File: src/hdl/i2cbm_pkg.sv
// shared types and constants for the i2c bit-level master
// no dependencies; imported by the front queue, the bit engine and the top level
package i2cbm_pkg;

  localparam int unsigned BitsPerByte = 8;

  localparam logic [2:0] OP_NONE  = 3'd0;
  localparam logic [2:0] OP_START = 3'd1;
  localparam logic [2:0] OP_STOP  = 3'd2;
  localparam logic [2:0] OP_WRITE = 3'd3;
  localparam logic [2:0] OP_WAIT  = 3'd4;
  localparam logic [2:0] OP_READ  = 3'd5;

  localparam logic [1:0] CFG_SHORT_DELAY = 2'd0;
  localparam logic [1:0] CFG_LONG_DELAY  = 2'd1;
  localparam logic [1:0] CFG_ACK_TIMEOUT = 2'd2;

  localparam logic [15:0] SHORT_DELAY_RST = 16'd2;
  localparam logic [15:0] LONG_DELAY_RST  = 16'd5;
  localparam logic [7:0]  ACK_TIMEOUT_RST = 8'd250;

  typedef struct packed {
    logic       cmd_ok;
    logic [2:0] opcode;
    logic [7:0] write_data;
    logic       send_ack;
    logic       sda_in;
  } tick_t;

endpackage

File: src/hdl/i2cbm_front.sv
// front side: takes tick beats, flags a runnable command and queues them
// depends on i2cbm_pkg
module i2cbm_front #(
  parameter int unsigned DEPTH = 2
) (
  input  logic               clk_i,
  input  logic               rst_ni,
  input  logic               in_valid_i,
  output logic               in_stall_o,
  input  logic [2:0]         opcode_i,
  input  logic [7:0]         write_data_i,
  input  logic               send_ack_i,
  input  logic               sda_in_i,
  output logic               head_valid_o,
  output i2cbm_pkg::tick_t   head_o,
  input  logic               pop_i
);
  import i2cbm_pkg::*;

  localparam int unsigned PW = (DEPTH > 1) ? $clog2(DEPTH) : 1;
  localparam int unsigned CW = $clog2(DEPTH + 1);

  tick_t          mem_q [DEPTH];
  logic [PW-1:0]  wr_ptr_q, wr_ptr_d, rd_ptr_q, rd_ptr_d;
  logic [CW-1:0]  count_q, count_d;
  logic           full, empty, push, pop;
  tick_t          entry;

  assign full  = (count_q == CW'(DEPTH));
  assign empty = (count_q == '0);
  assign push  = in_valid_i & ~full;
  assign pop   = pop_i & ~empty;

  always_comb begin
    entry.opcode     = opcode_i;
    entry.write_data = write_data_i;
    entry.send_ack   = send_ack_i;
    entry.sda_in     = sda_in_i;
    entry.cmd_ok     = opcode_i inside {[OP_START:OP_READ]};
  end

  always_comb begin
    wr_ptr_d = wr_ptr_q;
    rd_ptr_d = rd_ptr_q;
    count_d  = count_q;
    if (push) begin
      wr_ptr_d = (wr_ptr_q == PW'(DEPTH - 1)) ? '0 : wr_ptr_q + 1'b1;
    end
    if (pop) begin
      rd_ptr_d = (rd_ptr_q == PW'(DEPTH - 1)) ? '0 : rd_ptr_q + 1'b1;
    end
    if (push && !pop) begin
      count_d = count_q + 1'b1;
    end else if (pop && !push) begin
      count_d = count_q - 1'b1;
    end
  end

  always_ff @(posedge clk_i or negedge rst_ni) begin
    if (!rst_ni) begin
      wr_ptr_q <= '0;
      rd_ptr_q <= '0;
      count_q  <= '0;
    end else begin
      wr_ptr_q <= wr_ptr_d;
      rd_ptr_q <= rd_ptr_d;
      count_q  <= count_d;
    end
  end

  always_ff @(posedge clk_i) begin
    if (push) begin
      mem_q[wr_ptr_q] <= entry;
    end
  end

  assign in_stall_o   = full;
  assign head_valid_o = ~empty;
  assign head_o       = mem_q[rd_ptr_q];

endmodule

File: src/hdl/i2cbm_engine.sv
// back side: bus bit sequencer, delay counter, config registers, result register
// depends on i2cbm_pkg
module i2cbm_engine (
  input  logic              clk_i,
  input  logic              rst_ni,
  input  logic              cfg_valid_i,
  input  logic [1:0]        cfg_index_i,
  input  logic [15:0]       cfg_data_i,
  input  logic              head_valid_i,
  input  i2cbm_pkg::tick_t  head_i,
  output logic              pop_o,
  output logic              out_valid_o,
  input  logic              out_stall_i,
  output logic              scl_level_o,
  output logic              sda_level_o,
  output logic              busy_res_o,
  output logic              done_res_o,
  output logic [7:0]        read_byte_o,
  output logic              ack_missing_o
);
  import i2cbm_pkg::*;

  localparam logic [4:0] PH_IDLE     = 5'd0;
  localparam logic [4:0] PH_ST_A     = 5'd1;
  localparam logic [4:0] PH_ST_B     = 5'd2;
  localparam logic [4:0] PH_ST_C     = 5'd3;
  localparam logic [4:0] PH_SP_A     = 5'd4;
  localparam logic [4:0] PH_SP_B     = 5'd5;
  localparam logic [4:0] PH_SP_C     = 5'd6;
  localparam logic [4:0] PH_WA_A     = 5'd7;
  localparam logic [4:0] PH_WA_B     = 5'd8;
  localparam logic [4:0] PH_WA_POLL  = 5'd9;
  localparam logic [4:0] PH_WR_A     = 5'd10;
  localparam logic [4:0] PH_WR_BIT   = 5'd11;
  localparam logic [4:0] PH_WR_LOW   = 5'd12;
  localparam logic [4:0] PH_WR_END   = 5'd13;
  localparam logic [4:0] PH_RD_A     = 5'd14;
  localparam logic [4:0] PH_RD_HI    = 5'd15;
  localparam logic [4:0] PH_RD_SMP   = 5'd16;
  localparam logic [4:0] PH_RD_ACK   = 5'd17;
  localparam logic [4:0] PH_RD_ACKHI = 5'd18;
  localparam logic [4:0] PH_RD_ACKLO = 5'd19;

  logic [15:0] short_q, long_q;
  logic [7:0]  timeout_q;

  logic [4:0]  phase_q, phase_d, ph;
  logic [3:0]  bits_q, bits_d, bits_inc;
  logic [15:0] delay_q, delay_d;
  logic [7:0]  shift_q, shift_d;
  logic [7:0]  poll_q, poll_d;
  logic        ack_q, ack_d;
  logic        scl_q, scl_d, sda_q, sda_d;
  logic [7:0]  result_q, result_d;
  logic        tmo_q, tmo_d;
  logic        done, run, idle, step;

  logic        out_valid_q;
  logic        o_scl_q, o_sda_q, o_busy_q, o_done_q, o_miss_q;
  logic [7:0]  o_byte_q;

  assign step  = head_valid_i & (~out_valid_q | ~out_stall_i);
  assign pop_o = step;
  assign idle  = (phase_q == PH_IDLE);
  assign bits_inc = bits_q + 1'b1;

  always_comb begin
    phase_d  = phase_q;
    bits_d   = bits_q;
    delay_d  = delay_q;
    shift_d  = shift_q;
    poll_d   = poll_q;
    ack_d    = ack_q;
    scl_d    = scl_q;
    sda_d    = sda_q;
    result_d = result_q;
    tmo_d    = tmo_q;
    done     = 1'b0;
    ph       = phase_q;
    run      = 1'b0;

    if (idle) begin
      if (head_i.cmd_ok) begin
        run     = 1'b1;
        delay_d = '0;
        case (head_i.opcode)
          OP_START: ph = PH_ST_A;
          OP_STOP:  ph = PH_SP_A;
          OP_WRITE: begin
            ph      = PH_WR_A;
            shift_d = head_i.write_data;
          end
          OP_WAIT:  ph = PH_WA_A;
          default: begin
            ph    = PH_RD_A;
            ack_d = head_i.send_ack;
          end
        endcase
      end
    end else if (delay_q != '0) begin
      delay_d = delay_q - 1'b1;
    end else begin
      run = 1'b1;
    end

    if (run) begin
      case (ph)
        PH_ST_A: begin
          scl_d = 1'b1; sda_d = 1'b1; delay_d = long_q; phase_d = PH_ST_B;
        end
        PH_ST_B: begin
          sda_d = 1'b0; delay_d = long_q; phase_d = PH_ST_C;
        end
        PH_ST_C: begin
          scl_d = 1'b0; phase_d = PH_IDLE; done = 1'b1;
        end
        PH_SP_A: begin
          scl_d = 1'b0; sda_d = 1'b0; delay_d = long_q; phase_d = PH_SP_B;
        end
        PH_SP_B: begin
          scl_d = 1'b1; sda_d = 1'b1; delay_d = long_q; phase_d = PH_SP_C;
        end
        PH_SP_C: begin
          phase_d = PH_IDLE; done = 1'b1;
        end
        PH_WA_A: begin
          sda_d = 1'b1; poll_d = '0; delay_d = long_q; phase_d = PH_WA_B;
        end
        PH_WA_B: begin
          scl_d = 1'b1; delay_d = long_q; phase_d = PH_WA_POLL;
        end
        PH_WA_POLL: begin
          if (!head_i.sda_in) begin
            scl_d = 1'b0; tmo_d = 1'b0; phase_d = PH_IDLE; done = 1'b1;
          end else if (poll_q >= timeout_q) begin
            tmo_d = 1'b1; phase_d = PH_SP_A;
          end else begin
            poll_d = poll_q + 1'b1;
          end
        end
        PH_WR_A: begin
          scl_d = 1'b0; bits_d = '0; phase_d = PH_WR_BIT;
        end
        PH_WR_BIT: begin
          scl_d   = 1'b1;
          sda_d   = shift_d[7];
          shift_d = {shift_d[6:0], 1'b0};
          delay_d = short_q;
          phase_d = PH_WR_LOW;
        end
        PH_WR_LOW: begin
          scl_d   = 1'b0;
          delay_d = short_q;
          bits_d  = bits_inc;
          phase_d = (bits_inc >= 4'(BitsPerByte)) ? PH_WR_END : PH_WR_BIT;
        end
        PH_WR_END: begin
          phase_d = PH_IDLE; done = 1'b1;
        end
        PH_RD_A: begin
          sda_d = 1'b1; bits_d = '0; shift_d = '0; phase_d = PH_RD_HI;
        end
        PH_RD_HI: begin
          scl_d = 1'b1; delay_d = short_q; phase_d = PH_RD_SMP;
        end
        PH_RD_SMP: begin
          shift_d = {shift_q[6:0], head_i.sda_in};
          scl_d   = 1'b0;
          delay_d = short_q;
          bits_d  = bits_inc;
          phase_d = (bits_inc >= 4'(BitsPerByte)) ? PH_RD_ACK : PH_RD_HI;
        end
        PH_RD_ACK: begin
          result_d = shift_q;
          scl_d    = 1'b0;
          sda_d    = ~ack_d;
          delay_d  = short_q;
          phase_d  = PH_RD_ACKHI;
        end
        PH_RD_ACKHI: begin
          scl_d = 1'b1; delay_d = long_q; phase_d = PH_RD_ACKLO;
        end
        PH_RD_ACKLO: begin
          scl_d = 1'b0; phase_d = PH_IDLE; done = 1'b1;
        end
        default: begin
          phase_d = PH_IDLE;
        end
      endcase
    end
  end

  always_ff @(posedge clk_i or negedge rst_ni) begin
    if (!rst_ni) begin
      short_q   <= SHORT_DELAY_RST;
      long_q    <= LONG_DELAY_RST;
      timeout_q <= ACK_TIMEOUT_RST;
    end else if (cfg_valid_i) begin
      case (cfg_index_i)
        CFG_SHORT_DELAY: short_q   <= cfg_data_i;
        CFG_LONG_DELAY:  long_q    <= cfg_data_i;
        CFG_ACK_TIMEOUT: timeout_q <= cfg_data_i[7:0];
        default: ;
      endcase
    end
  end

  always_ff @(posedge clk_i or negedge rst_ni) begin
    if (!rst_ni) begin
      phase_q     <= PH_IDLE;
      bits_q      <= '0;
      delay_q     <= '0;
      shift_q     <= '0;
      poll_q      <= '0;
      ack_q       <= 1'b0;
      scl_q       <= 1'b1;
      sda_q       <= 1'b1;
      result_q    <= '0;
      tmo_q       <= 1'b0;
      out_valid_q <= 1'b0;
    end else begin
      if (step) begin
        phase_q  <= phase_d;
        bits_q   <= bits_d;
        delay_q  <= delay_d;
        shift_q  <= shift_d;
        poll_q   <= poll_d;
        ack_q    <= ack_d;
        scl_q    <= scl_d;
        sda_q    <= sda_d;
        result_q <= result_d;
        tmo_q    <= tmo_d;
      end
      out_valid_q <= step | (out_valid_q & out_stall_i);
    end
  end

  always_ff @(posedge clk_i) begin
    if (step) begin
      o_scl_q  <= scl_d;
      o_sda_q  <= sda_d;
      o_busy_q <= (phase_d != PH_IDLE);
      o_done_q <= done;
      o_byte_q <= result_d;
      o_miss_q <= tmo_d;
    end
  end

  assign out_valid_o   = out_valid_q;
  assign scl_level_o   = o_scl_q;
  assign sda_level_o   = o_sda_q;
  assign busy_res_o    = o_busy_q;
  assign done_res_o    = o_done_q;
  assign read_byte_o   = o_byte_q;
  assign ack_missing_o = o_miss_q;

endmodule

File: src/hdl/i2c_bit_level_master.sv
// top level of the tick-driven i2c bit-level master: tick queue plus bit engine
// depends on i2cbm_pkg, i2cbm_front, i2cbm_engine
//
//  channel | direction | handshake            | payload
//  in      | input     | in_valid_i/in_stall_o | opcode, write_data, send_ack, sda_in
//  out     | output    | out_valid_o/out_stall_i | scl/sda level, busy, done, read byte, ack
//  cfg     | input     | cfg_valid_i/cfg_ready_o | cfg_index_i, cfg_data_i
//
// one result beat per tick beat, one tick per clock when neither side stalls
// a tick is first written into the queue register; the engine then runs it into the output register
// the engine advances only when the output register is free or being drained
// reset puts both line registers high, the engine idle, delays at 2 and 5, ack timeout at 250
// input stall rises only when the tick queue is full
module i2c_bit_level_master #(
  parameter int unsigned QUEUE_DEPTH = 2
) (
  input  logic        clk_i,
  input  logic        rst_ni,
  input  logic        in_valid_i,
  output logic        in_stall_o,
  input  logic [2:0]  opcode_i,
  input  logic [7:0]  write_data_i,
  input  logic        send_ack_i,
  input  logic        sda_in_i,
  output logic        out_valid_o,
  input  logic        out_stall_i,
  output logic        scl_level_o,
  output logic        sda_level_o,
  output logic        busy_res_o,
  output logic        done_res_o,
  output logic [7:0]  read_byte_o,
  output logic        ack_missing_o,
  input  logic        cfg_valid_i,
  output logic        cfg_ready_o,
  input  logic [1:0]  cfg_index_i,
  input  logic [15:0] cfg_data_i
);
  import i2cbm_pkg::*;

  tick_t head;
  logic  head_valid, pop;

  assign cfg_ready_o = 1'b1;

  i2cbm_front #(
    .DEPTH(QUEUE_DEPTH)
  ) u_front (
    .clk_i       (clk_i),
    .rst_ni      (rst_ni),
    .in_valid_i  (in_valid_i),
    .in_stall_o  (in_stall_o),
    .opcode_i    (opcode_i),
    .write_data_i(write_data_i),
    .send_ack_i  (send_ack_i),
    .sda_in_i    (sda_in_i),
    .head_valid_o(head_valid),
    .head_o      (head),
    .pop_i       (pop)
  );

  i2cbm_engine u_engine (
    .clk_i        (clk_i),
    .rst_ni       (rst_ni),
    .cfg_valid_i  (cfg_valid_i & cfg_ready_o),
    .cfg_index_i  (cfg_index_i),
    .cfg_data_i   (cfg_data_i),
    .head_valid_i (head_valid),
    .head_i       (head),
    .pop_o        (pop),
    .out_valid_o  (out_valid_o),
    .out_stall_i  (out_stall_i),
    .scl_level_o  (scl_level_o),
    .sda_level_o  (sda_level_o),
    .busy_res_o   (busy_res_o),
    .done_res_o   (done_res_o),
    .read_byte_o  (read_byte_o),
    .ack_missing_o(ack_missing_o)
  );

endmodule

File: config.mk
export PLATFORM = sky130hd
export DESIGN_NAME = i2c_bit_level_master
export DESIGN_NICKNAME = d
export VERILOG_FILES = /design/src/hdl/i2cbm_pkg.sv /design/src/hdl/i2cbm_front.sv /design/src/hdl/i2cbm_engine.sv /design/src/hdl/i2c_bit_level_master.sv
export SDC_FILE = /design/constraint.sdc
export NUM_CORES = 1
export LEC_CHECK = 0
export BUFFER_PORTS_ARGS = -buffer_cell sky130_fd_sc_hd__buf_2
export CORE_MARGIN = 8
export CORE_UTILIZATION = 44
export CTS_BUF_LIST = sky130_fd_sc_hd__clkbuf_4
export CTS_CLUSTER_DIAMETER = 80
export DETAILED_ROUTE_END_ITERATION = 8
export SYNTH_ARGS = -nofsm -noshare
export SYNTH_HDL_FRONTEND = slang
export SYNTH_HIERARCHICAL = 1
export SYNTH_SLANG_ARGS = --single-unit
File: constraint.sdc
create_clock -name clk_i -period 9.61 [get_ports clk_i]
set_input_delay 1.922 -clock clk_i [delete_from_list [all_inputs] [get_ports clk_i]]
set_output_delay 1.922 -clock clk_i [all_outputs]
set_load 0.005 [all_outputs]
# Word-level counts from Yosys, hierarchy flattened
# Memory sizes are Yosys's and may differ from the RTL's.
# Cells that the tools add are included.
totals:
  reg_bits: 111
  ram_bits: 28
  input_bits: 36
  wordCells: 150
  n_memories: 1
mem_list:
  columns: ["name", "words", "width", "rd", "rd_clocked_by_memory_dff", "wr", "line_no", "rtl"]
  rows:
  - ["u_front.mem_q", 2, 14, 1, 0, 1, "i2cbm_front.sv:23", "tick_t mem_q [DEPTH];"]
op_classes:
  addsub: 7
  order_cmp: 4
  eq_ne: 28
  mux: 48
  bitwise_logic: 11
  reduce_logical: 28
ops:
  columns: ["cell", "n"]
  rows:
  - ["5-bit case mux with 15 select lines", 1]
  - ["16-bit 2-to-1 mux", 4]
  - ["8-bit 2-to-1 mux", 8]
  - ["5-bit by 4-bit == test with 1-bit output, second input constant", 8]
  - ["16-bit case mux with 2 select lines", 1]
  - ["5-bit 2-to-1 mux", 6]
  - ["8-bit case mux with 3 select lines", 1]
  - ["5-bit by 3-bit == test with 1-bit output, second input constant", 4]
  - ["5-bit == test, second input constant", 4]
  - ["1-bit 2-to-1 mux", 18]
  - ["4-bit case mux with 4 select lines", 1]
  - ["8-bit case mux with 2 select lines", 1]
  - ["16-bit nonzero test", 1]
  - ["16-bit by 1-bit subtractor with 16-bit output, second input constant", 1]
  - ["7-bit OR reduction", 2]
  - ["4-bit OR reduction", 3]
  - ["5-bit by 2-bit == test with 1-bit output, second input constant", 2]
  - ["8-bit by 1-bit adder with 8-bit output, second input constant", 1]
  - ["8-bit >= comparator", 1]
  - ["4-bit case mux with 2 select lines", 1]
  - ["3-bit by 2-bit == test with 1-bit output, second input constant", 2]
  - ["2-bit AND reduction", 3]
  - ["2-bit nonzero test", 3]
  - ["2-bit OR reduction", 3]
  - ["other kinds (31)", 46]

# Logic depth before layout (Yosys ltp)
# An unclocked memory read counts as a cell.
depth:
  depth_word: 9
  ltp_mapped: 13
  mapped_depth_nobuf: 9

# Hierarchy
# Netlist, hierarchy kept.
modules_own_cells:
  columns: ["module", "n_inst", "cells_per_inst", "area_each_um2", "seq_area_each_um2"]
  rows:
  - ["i2cbm_engine", 1, 577, 5933.2, 2756.4]
  - ["i2cbm_front", 1, 65, 1273.7, 940.9]
  - ["i2c_bit_level_master", 1, 2, 11.3, 0.0]

# Worst setup path before layout
# OpenSTA, ideal clock, no wires.
synth_timing:
  kind: "in2reg"
  start: "input port out_stall_i"
  end: "register u_front.count_q[1]"
  setup_time_ps: 79
  t_arrival_ps: 3618
  required_ps: 9531
  setup_slack_ps: 5913
  path_stages: 9
  path_buffers: 1
  path_cell_list: "nand2_1 > nand2_1 > clkinv_1 > clkbuf_1 > nand2_2 > ha_1 > xor2_1 > nor2_1 > xor2_1"
synth_between:
  elab_chain_len: 7
  elab_cells_between_ends: 9
synth_rtl:
  columns: ["element", "line_no", "rtl"]
  rows:
  - ["from (decl)", "i2c_bit_level_master.sv:26", "input logic out_stall_i,"]
  - ["1-bit NOT *", "i2cbm_engine.sv:62", "assign step = head_valid_i & (~out_valid_q | ~out_stall_i);"]
  - ["1-bit OR *", "i2cbm_engine.sv:62", null]
  - ["1-bit bitwise AND *", "i2cbm_engine.sv:62", null]
  - ["net pop", "i2c_bit_level_master.sv:41", "logic head_valid, pop;"]
  - ["1-bit bitwise AND *", "i2cbm_front.sv:32", "assign pop = pop_i & ~empty;"]
  - ["1-bit zero test", "i2cbm_front.sv:52", "if (push && !pop) begin"]
  - ["1-bit logical AND", "i2cbm_front.sv:52", null]
  - ["2-bit 2-to-1 mux or 2-bit nonzero test (tied branches)", null, null]
  - ["to (signal assigned)", "i2cbm_front.sv:67", "count_q <= count_d;"]
  - ["to (decl)", "i2cbm_front.sv:25", "logic [CW-1:0] count_q, count_d;"]
# The timed path passes the listed nets; every way through them passes the cells marked *.
# A chain may end at the register's enable or synchronous reset.

==> flow_summary.ini <==
[synthesis]
postSynthNetCount = 692
synth_ff_type = sky130_fd_sc_hd__dfrtp_1
post_synth_inst_count = 644
avgSynthCellArea_um2 = 11.2
most_instantiated_library_cell_after_synthesis = sky130_fd_sc_hd__dfrtp_1
synthDominantAreaCellType = sky130_fd_sc_hd__dfrtp_1
netlist-cell-type-count = 78
synth_async_sr_flop_share = 0.705
post_synthesis_instance_area_um2 = 7220
post_synth_main_area_contributors = sky130_fd_sc_hd__dfrtp_1, sky130_fd_sc_hd__edfxtp_1, sky130_fd_sc_hd__mux2_2
yosysTopAreaCellShare = 0.302
count_of_flip_flops_with_a_built_in_enable_after_synthesis = 41
synth_warnings = 6
netlist_top_cells_count = sky130_fd_sc_hd__dfrtp_1, sky130_fd_sc_hd__mux2_2, sky130_fd_sc_hd__nand2_1, sky130_fd_sc_hd__o21ai_0, sky130_fd_sc_hd__edfxtp_1
yosysSeqAreaShare = 0.512
synth_seq_cells = 139

[power]
power-per-cell-area_nw_per_um2 = 286
total_power_uw = 2250
irDropWorstVdd_mv = 0.148
total_leakage_power_uw = 0.00320

[route]
vias_per_cell = 5.97
remaining_drc_errors = 0
via_count = 5501
wirelength_mm = 17.8
avgRoutedWirePerCell_um = 19.3
detail_route.first_pass.iterations = 5
postRouteAntennaNets = 0
drt_first_iter_violations = 420

[timing]
setup_tns_ps = 0
period_needed_ps = 4230
fin_skew_ps = 24.5
rsz0062_at_grt = false
worst_pin_slew_ps = 1170
count_of_final_hold_check_violations = 0
maxSlewHeadroom = 0.217
final.period_utilization = 0.440
setup_viol = 0
fmaxAchievable_mhz = 237
final-max-slew-violation-count = 0

[floorplanning]
dieHeight_um = 144
initial_utilization = 0.443
placeableCoreArea_um2 = 16300
die_area_um2 = 20800
die_width_um = 144
rows = 47
ioPinCount = 52

[worst_setup_path]
worst_path_largest_cell_delay_ps = 840
regToRegStartpoint = u_front/rd_ptr_q
reg2reg_setup_slack_ps = 5380
path_cells = mux2_4, or4b_1, o41a_1, o22ai_1, a31oi_4, nor2_1, a221oi_1, a21bo_2
cpMaxStageDelayCell = sky130_fd_sc_hd__dfrtp_1
critical_path.max_fanout = 15
start_kind = flop
r2r_end = u_engine/delay_q[15]
critical-path-top-delay-family = compound AO/OA/AOI/OAI gates
critical_path_sink_type = flop
required_arrival_time_at_the_worst_endpoint_ps = 10090
cp_data_arrival_time_ps = 4710
timing_worst_setup_path_type = reg -> reg
worst-r2r-cell-count = 8
critPathBufInv = 0

[finish]
layoutNonFillerInstCount = 922
finish.net_count = 736
area_delta_synth_final_pct = 9.15
final_layout_size_suffix_gt1_frac = 0.262

[cts]
clk_transition_reported_paths_ps = 120
cts_buffers = 17
ctsLongestPathBuffers = 2
clockRootBuffer = sky130_fd_sc_hd__clkbuf_4
ctsHoldBuffers = 0
worst_skew_pair.late_latency_ps = 550
cts_repair_resize_count = 0
clock_sink_count = 139
clock_tree_from_tritoncts = yes
htree_num_levels = 4
cts_setup_buffers = 0

[min_path]
worst_hold_path.num_cells = 2
worstHoldStart = u_engine/result_q[0]
hold_path_end = u_engine/result_q[0]
hold_crit_path_type = reg -> reg

[global_route]
globalRoute.totalOverflow = 0
maximum_number_of_pins_on_one_net_before_global_route_repair = 83
global_route.usage.total = 0.178
first_pass_grt_wire_length_mm = 28.8
first_global_vias = 5474
initial_antenna_violation_count = 1

[placed_design]
place_inst = 889
place_hpwl_mm = 12.4
port_buffers = 50
gp_congestion = 0.895

[status]
run_status = finished, final reports clean

[flow_run]
cap_violations = 0
-- worst register-to-register path: cells and delay by family (launching register included) --
| kind | cells | cell delay [ps] |
|---|---|---|
| compound gates | 5 | 1640 |
| flops | 1 | 840 |
| mux | 1 | 280 |
| simple gates | 2 | 1400 |
-- stage by stage --
stage | hold slack [ps] | setup WS, ps | instance area (µm²) | utilization
2_1_floorplan | 440 | 5910 | 7220 | -
5_1_grt | 528 | 5190 | 7880 | 0.484
3_3_place_gp | 454 | 5460 | 7630 | 0.468
6_report | 494 | 5380 | 7880 | 0.484
4_1_cts | 500 | 5410 | 7880 | 0.484
3_5_place_dp | 470 | 5360 | 7630 | 0.468
-- kinds of logic after synthesis --
family	after synthesis	synth area share
compound gates	161	0.159
xor+xnor	10	0.0121
fa+ha+maj	12	0.0208
buf+inv	52	0.0341
flops	139	0.512
mux	73	0.118
other cells	1	0.000520
simple gates	196	0.143
-- placed cells by master, fill, tap and decap left out, drive strengths merged, types with 11 or more instances in the layout --
cell type and n:
nand2 56, a21oi 27, nand3 24, inv 21
dfrtp 87, o21ai 45, mux2 69, dfstp 11
nor2 29, edfxtp 41, a221oi 14, ha 12
buf 56, or3 11, clkbuf 23, nor3 14
-- power by group --
| part | internal, µW | switching, µW |
|---|---|---|
| Sequential | 787 | 134 |
| Clock | 143 | 208 |
| Combinational | 385 | 593 |
| Total | 1320 | 935 |
-- registers in the layout (all words and copies together) (netlist names), 2 cells and up --
register	flops
u_engine/poll_q	8
u_front/mem_q	28
u_engine/read_byte_o	8
u_engine/result_q	8
u_engine/short_q	16
u_engine/long_q	16
u_engine/shift_q	8
u_engine/bits_q	4
u_engine/timeout_q	8
u_front/count_q	2
u_engine/phase_q	5
u_engine/delay_q	16
-- per-layer routing --
| layer | track usage | share of wire | routed length (µm) |
|---|---|---|---|
| met3 | 0.0472 | 0.058 | 1040 |
| met1 | 0.224 | 0.44 | 7860 |
| met2 | 0.288 | 0.48 | 8530 |
| met5 | 0 | 0 | 0 |
| met4 | 0.0675 | 0.020 | 348 |
-- area by class of cell --
cell class	count	area, µm²
clock buffers	23	173
diodes	1	2.50
well taps	220	275
multi-input cells	453	3280
fillers	1511	8410
repair buffers	56	298
inverters	21	78.8
clock inverters	9	75.1
flip-flops and latches	139	3700
-- worst max-delay path by stage --
| stage | start | end | slack (ps) | cells past startpoint |
|---|---|---|---|---|
| finish | u_front/rd_ptr_q | u_engine/delay_q[15] | 5380 | 8 |
| global route | u_front/rd_ptr_q | u_engine/delay_q[15] | 5190 | 8 |
| CTS | u_front/rd_ptr_q | u_engine/delay_q[15] | 5410 | 8 |
| detailed placement | out_stall_i | u_engine/delay_q[15] | 5360 | 9 |
| global placement | out_stall_i | u_engine/delay_q[15] | 5460 | 9 |
| floorplan | out_stall_i | u_front/count_q[1] | 5910 | 9 |
No activity file was read; power rests on OpenSTA's default activity.
